`src/design/assert_macros.svh`:
```
// ----------------------------------------------------------------------------
// assert_macros.svh
// Assertion helper macros; compiled out when SYNTHESIS is defined.
// ----------------------------------------------------------------------------
`ifndef ASSERT_MACROS_SVH
`define ASSERT_MACROS_SVH

`ifndef SYNTHESIS

// same-cycle implication, sampled on clk, off during reset
`define ASSERT_IMPLIES(label, ante, cons) \
    label: assert property (@(posedge clk) disable iff (!rst_n) (ante) |-> (cons)) \
        else $error("assertion failed: ante -> cons");

// next-cycle implication, sampled on clk, off during reset
`define ASSERT_NEXT(label, ante, cons) \
    label: assert property (@(posedge clk) disable iff (!rst_n) (ante) |=> (cons)) \
        else $error("assertion failed: ante => cons");

`else

`define ASSERT_IMPLIES(label, ante, cons)
`define ASSERT_NEXT(label, ante, cons)

`endif

`endif

```
`src/design/bfea_pkg.sv`:
```
// ----------------------------------------------------------------------------
// bfea_pkg
// Shared types, constants and helpers for the 3x3 edge-average box filter.
// ----------------------------------------------------------------------------
package bfea_pkg;

    localparam int MAX_WIDTH  = 1024;
    localparam int PIXEL_BITS = 8;
    localparam int COL_BITS   = $clog2(MAX_WIDTH);
    localparam int WID_BITS   = COL_BITS + 1;
    localparam int ROW_BITS   = 16;
    localparam int CFG_IDX_BITS  = 2;
    localparam int CFG_DATA_BITS = 16;
    localparam int SUM_BITS   = PIXEL_BITS + 4;  // nine pixels
    localparam int RCP_BITS   = 17;              // 2^16 / count
    localparam int RCP_SHIFT  = 16;
    localparam int PROD_BITS  = SUM_BITS + RCP_BITS;

    // register indexes on the config port
    localparam logic [CFG_IDX_BITS-1:0] REG_FRAME_WIDTH  = CFG_IDX_BITS'(0);
    localparam logic [CFG_IDX_BITS-1:0] REG_FRAME_HEIGHT = CFG_IDX_BITS'(1);

    // results an input pixel at (r,c) may release, in output order
    typedef enum logic [1:0] {
        CAND_UP_LEFT = 2'd0,   // (r-1, c-1)
        CAND_UP      = 2'd1,   // (r-1, c)   last column
        CAND_LEFT    = 2'd2,   // (r,   c-1) last row
        CAND_HERE    = 2'd3    // (r,   c)   last row, last column
    } cand_t;

    typedef enum logic [2:0] {
        S_IDLE,
        S_LOAD,
        S_SUM,
        S_MUL,
        S_EMIT
    } state_t;

    typedef struct packed {
        logic  accept;   // capture pixel, start line-store read
        logic  load;     // shift window, write line store, step position
        logic  sum;      // masked window sum for sel
        logic  mul;      // reciprocal multiply
        logic  emit;     // load output register
        cand_t sel;
    } cmd_t;

    typedef struct packed {
        logic       new_any;   // captured pixel releases at least one result
        logic [3:0] pending;   // results still to send
        logic       out_free;  // output register can take a result
    } status_t;

    // 2^16 / count rounded up; exact floor division for sums < 2^15
    function automatic logic [RCP_BITS-1:0] mean_recip(input logic [3:0] count);
        logic [RCP_BITS-1:0] r;
        begin
            case (count)
                4'd1:    r = RCP_BITS'(65536);
                4'd2:    r = RCP_BITS'(32768);
                4'd3:    r = RCP_BITS'(21846);
                4'd4:    r = RCP_BITS'(16384);
                4'd6:    r = RCP_BITS'(10923);
                4'd9:    r = RCP_BITS'(7282);
                default: r = '0;
            endcase
            return r;
        end
    endfunction

endpackage

```
`src/design/bfea_ctrl.sv`:
```
// ----------------------------------------------------------------------------
// bfea_ctrl
// Sequencer: accepts one pixel, then walks its pending results one by one.
// ----------------------------------------------------------------------------
module bfea_ctrl
    import bfea_pkg::*;
(
    input  logic    clk,
    input  logic    rst_n,
    input  logic    in_valid,
    output logic    in_ready,
    input  status_t status,
    output cmd_t    cmd
);

    state_t state_reg;
    state_t state_next;
    cand_t  first_sel;
    logic   more_left;

    // lowest pending result goes first
    always_comb
    begin
        if (status.pending[0])
            first_sel = CAND_UP_LEFT;
        else if (status.pending[1])
            first_sel = CAND_UP;
        else if (status.pending[2])
            first_sel = CAND_LEFT;
        else
            first_sel = CAND_HERE;
    end

    assign more_left = (status.pending & (status.pending - 4'd1)) != 4'd0;

    always_ff @(posedge clk or negedge rst_n)
    begin
        if (!rst_n)
            state_reg <= S_IDLE;
        else
            state_reg <= state_next;
    end

    always_comb
    begin
        state_next = state_reg;
        cmd        = '0;
        cmd.sel    = first_sel;
        in_ready   = 1'b0;
        unique case (state_reg)
            S_IDLE:
            begin
                in_ready = 1'b1;
                if (in_valid)
                begin
                    cmd.accept = 1'b1;
                    state_next = S_LOAD;
                end
            end
            S_LOAD:
            begin
                cmd.load   = 1'b1;
                state_next = status.new_any ? S_SUM : S_IDLE;
            end
            S_SUM:
            begin
                cmd.sum    = 1'b1;
                state_next = S_MUL;
            end
            S_MUL:
            begin
                cmd.mul    = 1'b1;
                state_next = S_EMIT;
            end
            S_EMIT:
            begin
                if (status.out_free)
                begin
                    cmd.emit   = 1'b1;
                    state_next = more_left ? S_SUM : S_IDLE;
                end
            end
            default:
            begin
                state_next = S_IDLE;
            end
        endcase
    end

endmodule

```
`config.mk`:
```
export PLATFORM = sky130hd
export DESIGN_NAME = bfea_ctrl
export DESIGN_NICKNAME = d
export VERILOG_FILES = /design/src/design/assert_macros.svh /design/src/design/bfea_pkg.sv /design/src/design/bfea_ctrl.sv
export SDC_FILE = /design/constraint.sdc
export NUM_CORES = 1
export LEC_CHECK = 0
export BUFFER_PORTS_ARGS = -buffer_cell sky130_fd_sc_hd__clkbuf_2
export CORE_AREA = 2 2 39 41
export CTS_CLUSTER_DIAMETER = 40
export DETAILED_ROUTE_END_ITERATION = 10
export DIE_AREA = 0 0 41 43
export HOLD_SLACK_MARGIN = 0.12
export REMOVE_ABC_BUFFERS = 1
export SLEW_MARGIN = 20
export SYNTH_ARGS = -nofsm -noshare
export SYNTH_HDL_FRONTEND = slang
export SYNTH_SLANG_ARGS = --single-unit
```
`constraint.sdc`:
```
create_clock -name clk -period 1.7 [get_ports clk]
set_input_delay 0.17 -clock clk [delete_from_list [all_inputs] [get_ports clk]]
set_output_delay 0.17 -clock clk [all_outputs]
set_load 0.03 [all_outputs]
```
### After elaboration in Yosys (flattened, before gate mapping)

Index checks and enable logic that the tools add are counted.

* logic and storage cells: 28
* register bits: 3
* input port bits: 9
* output and inout bits: 8

* equal/unequal tests: 6
* reduce and logical (&&, ||, !) cells: 3
* mux-type cells: 16
* bitwise gates (word level): 1
* add/sub/neg operators: 1

Operators by type and width (count)
* case mux 3 bit (5 select lines): 1
* two-way mux 1 bit: 9
* two-way mux 2 bit: 4
* equality test 3 x 2 -> 1 bit (second input constant): 2
* two-way mux 3 bit: 2
* bitwise AND 4 bit: 1
* inequality test 2 bit (second input constant): 2
* nonzero test 4 bit: 1
* subtractor 4 x 1 -> 4 bit (second input constant): 1
* equality test 3 x 1 -> 1 bit (second input constant): 1
* equality test 3 bit (second input constant): 1
* zero test 3 bit: 1
* AND reduction 2 bit: 1

### Longest topological paths before layout

Gate-level depths: netlist (run 1).

* depth in word-level cells: 6
* mapped depth: 3

### Least setup slack after synthesis (run 1)

Ideal clock, no wire load.

* path type: register to output
* start point: register state_reg[0]
* end point: output port cmd[6] (netlist name)
* slack: -0.052 ns
* arrival time: 1.582 ns
* stages on the path, launching flop included: 3
* cells stage by stage: dfrtp_1 > nor3_1 > and2_1

RTL lines
* start, declared: line bfea_ctrl.sv:16 `state_t state_reg;`
* start signal, assigned: line bfea_ctrl.sv:41 `state_reg <= state_next;`
* end, declared: line bfea_ctrl.sv:13 `output cmd_t cmd`

==> flow_metrics.tcl, run 1 <==
set metrics [dict create \
    status "completed" \
    start_kind "flip-flop" \
    drc 0 \
    via_per_inst 4.16 \
    cts_tree "yes" \
    setup_viol 0 \
    dpl_cell_area_sq_um 322 \
    final_nets 55 \
    cp_data_arrival_time_ns 1.33 \
    drv_cap 0 \
    timing.final.ws_setup_ns 0.199 \
    rr_worst_depth 3 \
    netlist_instances 25 \
    area_growth_pct 56.3 \
    crit_path_max_fanout 8 \
    grtUsageTotal 0.0714 \
    r2r-end "state_reg[1]" \
    fin_crit_ns 1.50 \
    hold_path.class "in2reg" \
    cts_root_buffer "clkbuf_4" \
    num_io_pins 17 \
    ff2ff_setup_slack_ns 0.47 \
    final_area_sq_um 358 \
    cts_setup_buffers 0 \
    firstDrtPassIters 3 \
    max_freq_mhz 666 \
    antenna_found_initial 0 \
    yosysWarnings 0 \
    avgSynthCellArea_sq_um 9.16 \
    cts_buffers 3 \
    critPathMaxStageDelay_ns 0.46 \
    drt_iter0_drc 4 \
    slew_viol_final 0 \
    synth.distinct_cells 15 \
    rows 14 \
    dieHeight_um 43 \
    yosysSeqAreaShare 0.328 \
    fin_tns_setup_ns 0 \
    pwr-share-seq 0.260 \
    p_int_mw 0.297 \
    gp_congestion 0.637 \
    place_inst 56 \
    rsz0062_at_grt "no" \
    cts_sinks 3 \
    cp_slowest_cell "dfrtp_1" \
    relSlewSlack 0.665 \
    power.total_mw 0.573 \
    dpl.hpwl_um 432 \
    final-hold-violation-count 0 \
    netlist_area_sq_um 229 \
    swShare 0.482 \
    portBuffers 16 \
    worstPathRequired_ns 1.53 \
    die_area_sq_um 1760 \
    vias 254 \
    antenna_left 0 \
    switchingPower_mw 0.276 \
    grt_max_degree 9 \
    drt_wl_total_um 509 \
    p_per_area_nw_per_um2 1600 \
    worstSetupPathType "reg2out" \
    coreArea_sq_um 1380 \
    clk_latency_ns 0.23 \
    hold_end "state_reg[0]" \
    hold_ws_ns 0.215 \
    r2r_start "state_reg[2]" \
    layout_common_cells "16 x clkbuf_2, 3 x nor3b_2, 3 x a21oi_1, 3 x clkbuf_4, 3 x dfrtp_1" \
    wl_per_cell_um 8.34 \
    final_common_cell "clkbuf_2" \
    place_ws_ns 0.439 \
    fillers 150 \
    regArea_sq_um 75.1 \
    max-vdd-ir-drop_mv 0.410 \
    start_util 0.165 \
    hold_path_depth 3 \
    htree_levels 1 \
    grt_pass1_vias 208 \
    finalCritPeriodShare 0.883 \
    drive_gt1_frac 0.511 \
    stdcell_count 61 \
    n_antenna_cell 0 \
    p_clk_frac 0.215 \
    cp-end-kind "primary output" \
    cts_buffer_depth 2 \
    cp_cell_sequence "nor3b_2 > and2_1 > clkbuf_2" \
    clk_pin_slew_ns 0.04 \
    tightest_slew_ns 0.489 \
    die_x_um 41 \
    multi_input_area_sq_um 139 \
    fin_worst_skew_ns 0.000353 \
    largest_reg_flops 3 \
    overflow 0 \
    pwr-share-comb 0.525 \
    hp-start "in_valid" \
    ys_ff_latch 3 \
    p_leak_nw 0.192 \
    finish.utilization 0.259 \
    grt_pass1_wl_um 779 \
]
-- final cells by class --
cell class	instances	area share
Inverter	2	0.0210
Multi-Input combinational cell	19	0.388
Sequential cell	3	0.210
Clock buffer	4	0.0734
Timing Repair Buffer	17	0.252
Tap cell	16	0.0559
-- power by group through the flow --
stage / Clock, mW / Combinational [mW] / Sequential, mW
after CTS: 0.132 / 0.306 / 0.149
after global routing: 0.134 / 0.327 / 0.155
after floorplan: 0 / 0.223 / 0.141
after detailed placement: 0 / 0.303 / 0.150
final: 0.123 / 0.301 / 0.149
after global placement: 0 / 0.299 / 0.149
-- worst max path at each step --
stage	start	end	slack [ns]	cells past startpoint
final	state_reg[2]	cmd[2]	0.20	3
after floorplan	state_reg[0]	cmd[6]	-0.05	2
after detailed placement	state_reg[2]	cmd[2]	0.44	3
after CTS	state_reg[2]	cmd[2]	0.18	3
after global routing	state_reg[2]	cmd[2]	0.12	3
after global placement	state_reg[2]	cmd[2]	0.44	3
-- worst max-delay path: cells and delay by family, from the launching register on --
family / cells / cell delay (ns)
simple gates: 2 / 0.45
flops: 1 / 0.46
buf+inv: 1 / 0.20
-- layer usage --
layer  track usage  vias to the layer above  wire length [um]
met5             0                        -                 0
met4        0.0800                        0                 6
li1              -                      132                 -
met2        0.0906                       13               234
met1        0.0774                      107               214
met3        0.0314                        2                54
-- logic make-up after synthesis --
kind of cell,share of synthesized area
AOI/OAI and AO/OA,0.169
and+or+nand+nor,0.394
buffers and inverters,0.0656
DFF,0.328
adders and majority gates,0.0437
-- Yosys cell counts --
library cell	number	share of area
a2111oi_0	1	0.038
a21o_1	1	0.033
a21oi_1	3	0.066
and2_1	2	0.055
and3b_2	1	0.044
buf_4	1	0.033
dfrtp_1	3	0.33
inv_1	2	0.033
maj3_1	1	0.044
nor2_1	2	0.033
nor2b_1	1	0.027
nor3_1	2	0.044
nor3b_2	3	0.16
o211ai_1	1	0.033
or3_1	1	0.027
-- what timing repair did --
item	4_1_cts	5_1_grt
gates resized for setup	0	0
hold endpoints to repair	3	0
hold buffers	1	0
Power figures use the tool's default switching activity.
==> inputs of run 2 (changes only) <==
--- a/config.mk
+++ b/config.mk
@@ -7,7 +7,8 @@
 export LEC_CHECK = 0
 export BUFFER_PORTS_ARGS = -buffer_cell sky130_fd_sc_hd__clkbuf_2
 export CORE_AREA = 2 2 39 41
-export CTS_CLUSTER_DIAMETER = 40
+export CTS_BUF_LIST = sky130_fd_sc_hd__clkbuf_8
+export CTS_CLUSTER_DIAMETER = 30
 export DETAILED_ROUTE_END_ITERATION = 10
 export DIE_AREA = 0 0 41 43
 export HOLD_SLACK_MARGIN = 0.12
==> flow_metrics.tcl, run 2 (synthesized netlist as in run 1, its figures left out) <==
set metrics [dict create \
    max_freq_mhz 675 \
    hp-start "in_valid" \
    tightest_slew_ns 0.490 \
    grt_use_met1 0.0806 \
    p_per_area_nw_per_um2 1720 \
    cp_data_arrival_time_ns 1.31 \
    cts_sinks 3 \
    fin_crit_ns 1.48 \
    area_growth_pct 64.5 \
    hold_path.class "in2reg" \
    dpl.hpwl_um 432 \
    status "completed" \
    switchingPower_mw 0.285 \
    grt_max_degree 9 \
    final_nets 55 \
    p_clk_frac 0.306 \
    final_area_sq_um 377 \
    die_x_um 41 \
    firstDrtPassIters 3 \
    grt_pass1_vias 210 \
    max-vdd-ir-drop_mv 0.461 \
    crit_family "flip-flops" \
    cts_buffer_depth 2 \
    fillers 146 \
    relSlewSlack 0.665 \
    cp-end-kind "primary output" \
    slew_viol_final 0 \
    worstPathRequired_ns 1.53 \
    start_kind "flip-flop" \
    portBuffers 16 \
    overflow 0 \
    cts_buffers 3 \
    drt_wl_total_um 513 \
    place_ws_ns 0.439 \
    vias 252 \
    cts-resized-gates 0 \
    clk_latency_ns 0.21 \
    pwr-share-seq 0.230 \
    die_area_sq_um 1760 \
    grt.met3_usage 0.0314 \
    largest_reg_flops 3 \
    htree_levels 1 \
    start_util 0.165 \
    cp_slowest_cell "dfrtp_1" \
    cts_root_buffer "clkbuf_8" \
    r2r_start "state_reg[2]" \
    timing.final.ws_setup_ns 0.219 \
    p_leak_nw 0.204 \
    clk_pin_slew_ns 0.03 \
    crit_start "state_reg[2]" \
    grtUsageTotal 0.0724 \
    antenna_left 0 \
    grt_busiest_layer "met2" \
    fin_worst_skew_ns 0.000961 \
    cp.buffers_inverters 1 \
    drc 0 \
    p_int_mw 0.363 \
    antenna_found_initial 0 \
    grt_pass1_wl_um 793 \
    grt_use_met2 0.0906 \
    n_antenna_cell 0 \
    crit_path_max_fanout 8 \
    finalCritPeriodShare 0.871 \
    coreArea_sq_um 1380 \
    wl_per_cell_um 8.41 \
    drv_cap 0 \
    setup_viol 0 \
    multi_input_area_sq_um 139 \
    via_per_inst 4.13 \
    drive_gt1_frac 0.511 \
    pwr-share-comb 0.464 \
    num_io_pins 17 \
    critPathMaxStageDelay_ns 0.46 \
    gp_congestion 0.637 \
    dpl_cell_area_sq_um 322 \
    final_common_cell "clkbuf_2" \
    swShare 0.440 \
    cts_tree "yes" \
    final-hold-violation-count 0 \
    rows 14 \
    rsz0062_at_grt "no" \
    drt_iter0_drc 4 \
    dieHeight_um 43 \
    regArea_sq_um 75.1 \
    finish.utilization 0.272 \
    cp_cell_sequence "nor3b_2 > and2_1 > clkbuf_2" \
    worstSetupPathType "reg2out" \
]
[run 2: cell types whose count changed in the layout (fill, tap and decap cells not counted), sizes merged]
cell,change
clkbuf,-1
inv,+1
[run 2: worst register-to-register path, delay by kind of cell (launching register included)]
kind,cells,cell delay [ns]
AOI/OAI and AO/OA,2,0.56
and+or+nand+nor,1,0.07
DFF,1,0.46
[run 2: power groups by stage]
stage               combinational (mW)  sequential (mW)  clock, mW
global route                     0.327            0.155      0.209
finish                           0.301            0.149      0.198
CTS                              0.306            0.149      0.206
global placement                 0.299            0.149          0
detailed placement               0.303            0.150          0
floorplan                        0.223            0.141          0
[run 2: final cells by class]
type / count / share of cell area
Multi-Input combinational cell: 19 / 0.369
Timing Repair Buffer: 17 / 0.239
Sequential cell: 3 / 0.199
Clock buffer: 3 / 0.110
Tap cell: 16 / 0.0532
Inverter: 2 / 0.0199
Clock inverter: 1 / 0.00997
[run 2: path summary, 6_finish.rpt]
path	endpoint	slack [ns]	depth (start not counted)
max in group asynchronous	state_reg[2]	1.30	2
worst min-delay path	state_reg[0]	0.23	3
min in group asynchronous	state_reg[0]	0.29	2
worst max-delay path	cmd[2]	0.22	3
worst min register to register	state_reg[0]	0.57	1
worst max register to register	state_reg[1]	0.47	3
[run 2: metrics by stage]
step                cells  power [mW]  setup TNS [ns]  hold slack (ns)
floorplan              24       0.364         -0.0523           -0.126
global placement       56       0.448               0          -0.0302
detailed placement     56       0.453               0          -0.0300
CTS                    61       0.660               0            0.235
global route           61       0.692               0            0.269
finish                 61       0.648               0            0.232
[run 2: what timing repair did]
action,CTS,global route
endpoints found under the hold margin,3,0
buffers inserted,0,0
hold buffers,1,0
[run 2: layer usage]
| metal | routed length [um] | up-vias |
|---|---|---|
| met1 | 219 | 106 |
| met4 | 6 | 0 |
| li1 | - | 131 |
| met3 | 54 | 2 |
| met5 | 0 | - |
| met2 | 234 | 13 |
==> inputs of run 3 (changes only) <==
--- a/config.mk
+++ b/config.mk
@@ -5,6 +5,7 @@
 export SDC_FILE = /design/constraint.sdc
 export NUM_CORES = 1
 export LEC_CHECK = 0
+export ABC_AREA = 1
 export BUFFER_PORTS_ARGS = -buffer_cell sky130_fd_sc_hd__clkbuf_2
 export CORE_AREA = 2 2 39 41
 export CTS_BUF_LIST = sky130_fd_sc_hd__clkbuf_8
==> flow_metrics.tcl, run 3 <==
set metrics [dict create \
    status "completed" \
    tightest_slew_ns 0.188 \
    dieHeight_um 43 \
    async_reset_ff_frac 1.00 \
    cp_data_arrival_time_ns 1.19 \
    grtUsageTotal 0.0785 \
    antenna_left 0 \
    start_kind "flip-flop" \
    yosysSeqAreaShare 0.278 \
    vias 270 \
    cp_cell_sequence "inv_2 > nand2_4 > inv_2 > nand2_2 > nor2_1 > clkbuf_2" \
    cts_root_buffer "clkbuf_8" \
    pwr-share-comb 0.578 \
    drt_iter0_drc 2 \
    clk_latency_ns 0.21 \
    wl_per_cell_um 7.08 \
    fillers 156 \
    p_int_mw 0.386 \
    crit_path_max_fanout 3 \
    fin_crit_ns 1.36 \
    htree_levels 1 \
    final_common_cell "clkbuf_2" \
    synthTopCellsByArea "dfrtp_1 28%, inv_2 9.7%, nand2_1 8.3%" \
    grt_pass1_wl_um 841 \
    firstDrtPassIters 4 \
    max_freq_mhz 736 \
    relSlewSlack 0.874 \
    clk_pin_slew_ns 0.03 \
    num_io_pins 17 \
    layout_common_cells "16 x clkbuf_2, 7 x inv_2, 6 x nor2_1, 6 x nand2_1, 4 x inv_1" \
    netlist_area_sq_um 270 \
    crit_top_cell "inv_2" \
    netlist_instances 39 \
    cp_slowest_cell "dfrtp_1" \
    final-hold-violation-count 0 \
    die_area_sq_um 1760 \
    worstSetupPathType "reg2out" \
    synth.distinct_cells 14 \
    cts_buffer_depth 2 \
    synth_edf_count 0 \
    coreArea_sq_um 1380 \
    critPathMaxStageDelay_ns 0.39 \
    start_util 0.195 \
    worstPathRequired_ns 1.53 \
    finalCritPeriodShare 0.799 \
    drive_gt1_frac 0.644 \
    dpl.hpwl_um 455 \
    yosysTopAreaCell "dfrtp_1" \
    cts_sinks 3 \
    area_growth_pct 54.6 \
    fin_worst_skew_ns 0.00175 \
    switchingPower_mw 0.378 \
    slew_viol_final 0 \
    hold_path.class "in2reg" \
    drt_wl_total_um 531 \
    avgSynthCellArea_sq_um 6.93 \
    final_nets 69 \
    grt_max_degree 5 \
    antenna_found_initial 0 \
    p_clk_frac 0.262 \
    fin_tns_setup_ns 0 \
    drc 0 \
    cts-resized-gates 0 \
    grt_pass1_vias 233 \
    via_per_inst 3.60 \
    crit_family "flip-flops" \
    cp.buffers_inverters 3 \
    yosys-top-cells-count "7 x inv_2, 6 x nand2_1, 6 x nor2_1" \
    portBuffers 16 \
    drv_cap 0 \
    die_x_um 41 \
    pwr-share-seq 0.160 \
    gp_congestion 0.671 \
    largest_reg_flops 3 \
    ys_ff_latch 3 \
    p_leak_nw 0.241 \
    rows 14 \
    cts_setup_buffers 0 \
    max-vdd-ir-drop_mv 0.492 \
    finish.utilization 0.302 \
    yosys.area.top_type_share 0.278 \
    cp-end-kind "primary output" \
    yosysMostFrequentCell "inv_2" \
    cts_buffers 3 \
    yosysWarnings 0 \
    p_per_area_nw_per_um2 1830 \
    rsz0062_at_grt "no" \
    synth_top_flop_cell "dfrtp_1" \
    swShare 0.495 \
    overflow 0 \
    n_antenna_cell 0 \
    setup_viol 0 \
    cts_tree "yes" \
]
run 3: cell count changes after synthesis, sizes merged, moves of 2 or more:
cell   before  now
nor2        2    9
nand2       0   10
nor3b       3    0
and2        2    0
inv         2   10
run 3: routing by layer:
metal  track usage  up-vias  routed length (um)
met5             0        -                   0
met4         0.100        0                   0
met3        0.0314        0                  54
met2         0.103       12                 263
met1        0.0777      106                 214
li1              -      152                   -
run 3: cell families after synthesis:
group,share of synthesized area
DFF,0.278
buffers and inverters,0.167
and+or+nand+nor,0.458
AOI/OAI and AO/OA,0.0972
run 3: power groups by stage:
| stage | Combinational (mW) | Sequential, mW | Clock [mW] |
|---|---|---|---|
| detailed placement | 0.449 | 0.124 | 0 |
| CTS | 0.452 | 0.123 | 0.205 |
| floorplan | 0.351 | 0.121 | 0 |
| finish | 0.442 | 0.122 | 0.200 |
| global placement | 0.443 | 0.123 | 0 |
| global route | 0.480 | 0.126 | 0.208 |
run 3: worst register-to-register path, delay by kind of cell (launching register included):
kind                   cells  cell delay (ns)
AOI/OAI and AO/OA          1             0.07
buffers and inverters      1             0.12
and+or+nand+nor            4             0.32
DFF                        1             0.39
run 3: final cells by class:
class                           instances  area (sq um)  share of cell area
Multi-Input combinational cell         25           150               0.359
Timing Repair Buffer                   17          90.1               0.216
Clock buffer                            3          41.3              0.0988
Tap cell                               16          20.0              0.0479
Sequential cell                         3          75.1               0.180
Clock inverter                          1          3.75             0.00898
Inverter                               10          37.5              0.0898
run 3: what timing repair did:
item                                   CTS  global route
endpoints found under the hold margin    3             0
hold buffers                             1             0
setup endpoints to repair                0             0
run 3: metrics by stage:
step	setup slack [ns]	hold slack [ns]	power [mW]	std cells	instance area [sq um]
2_1_floorplan	0.317	-0.126	0.472	38	263
3_3_place_gp	0.578	-0.0326	0.565	70	363
3_5_place_dp	0.551	-0.0333	0.573	70	363
4_1_cts	0.319	0.250	0.780	75	418
5_1_grt	0.278	0.256	0.815	75	418
6_report	0.341	0.249	0.764	75	418
run 3: worst paths after layout:
path | start | endpoint | slack (ns) | cells after the start
worst max-delay path | state_reg[1] | cmd[6] | 0.34 | 6
worst min-delay path | status[0] | state_reg[2] | 0.25 | 4
worst max register to register | state_reg[1] | state_reg[0] | 0.68 | 6
worst min register to register | state_reg[0] | state_reg[0] | 0.58 | 3
max in group asynchronous | rst_n | state_reg[1] | 1.31 | 2
min in group asynchronous | rst_n | state_reg[2] | 0.28 | 2
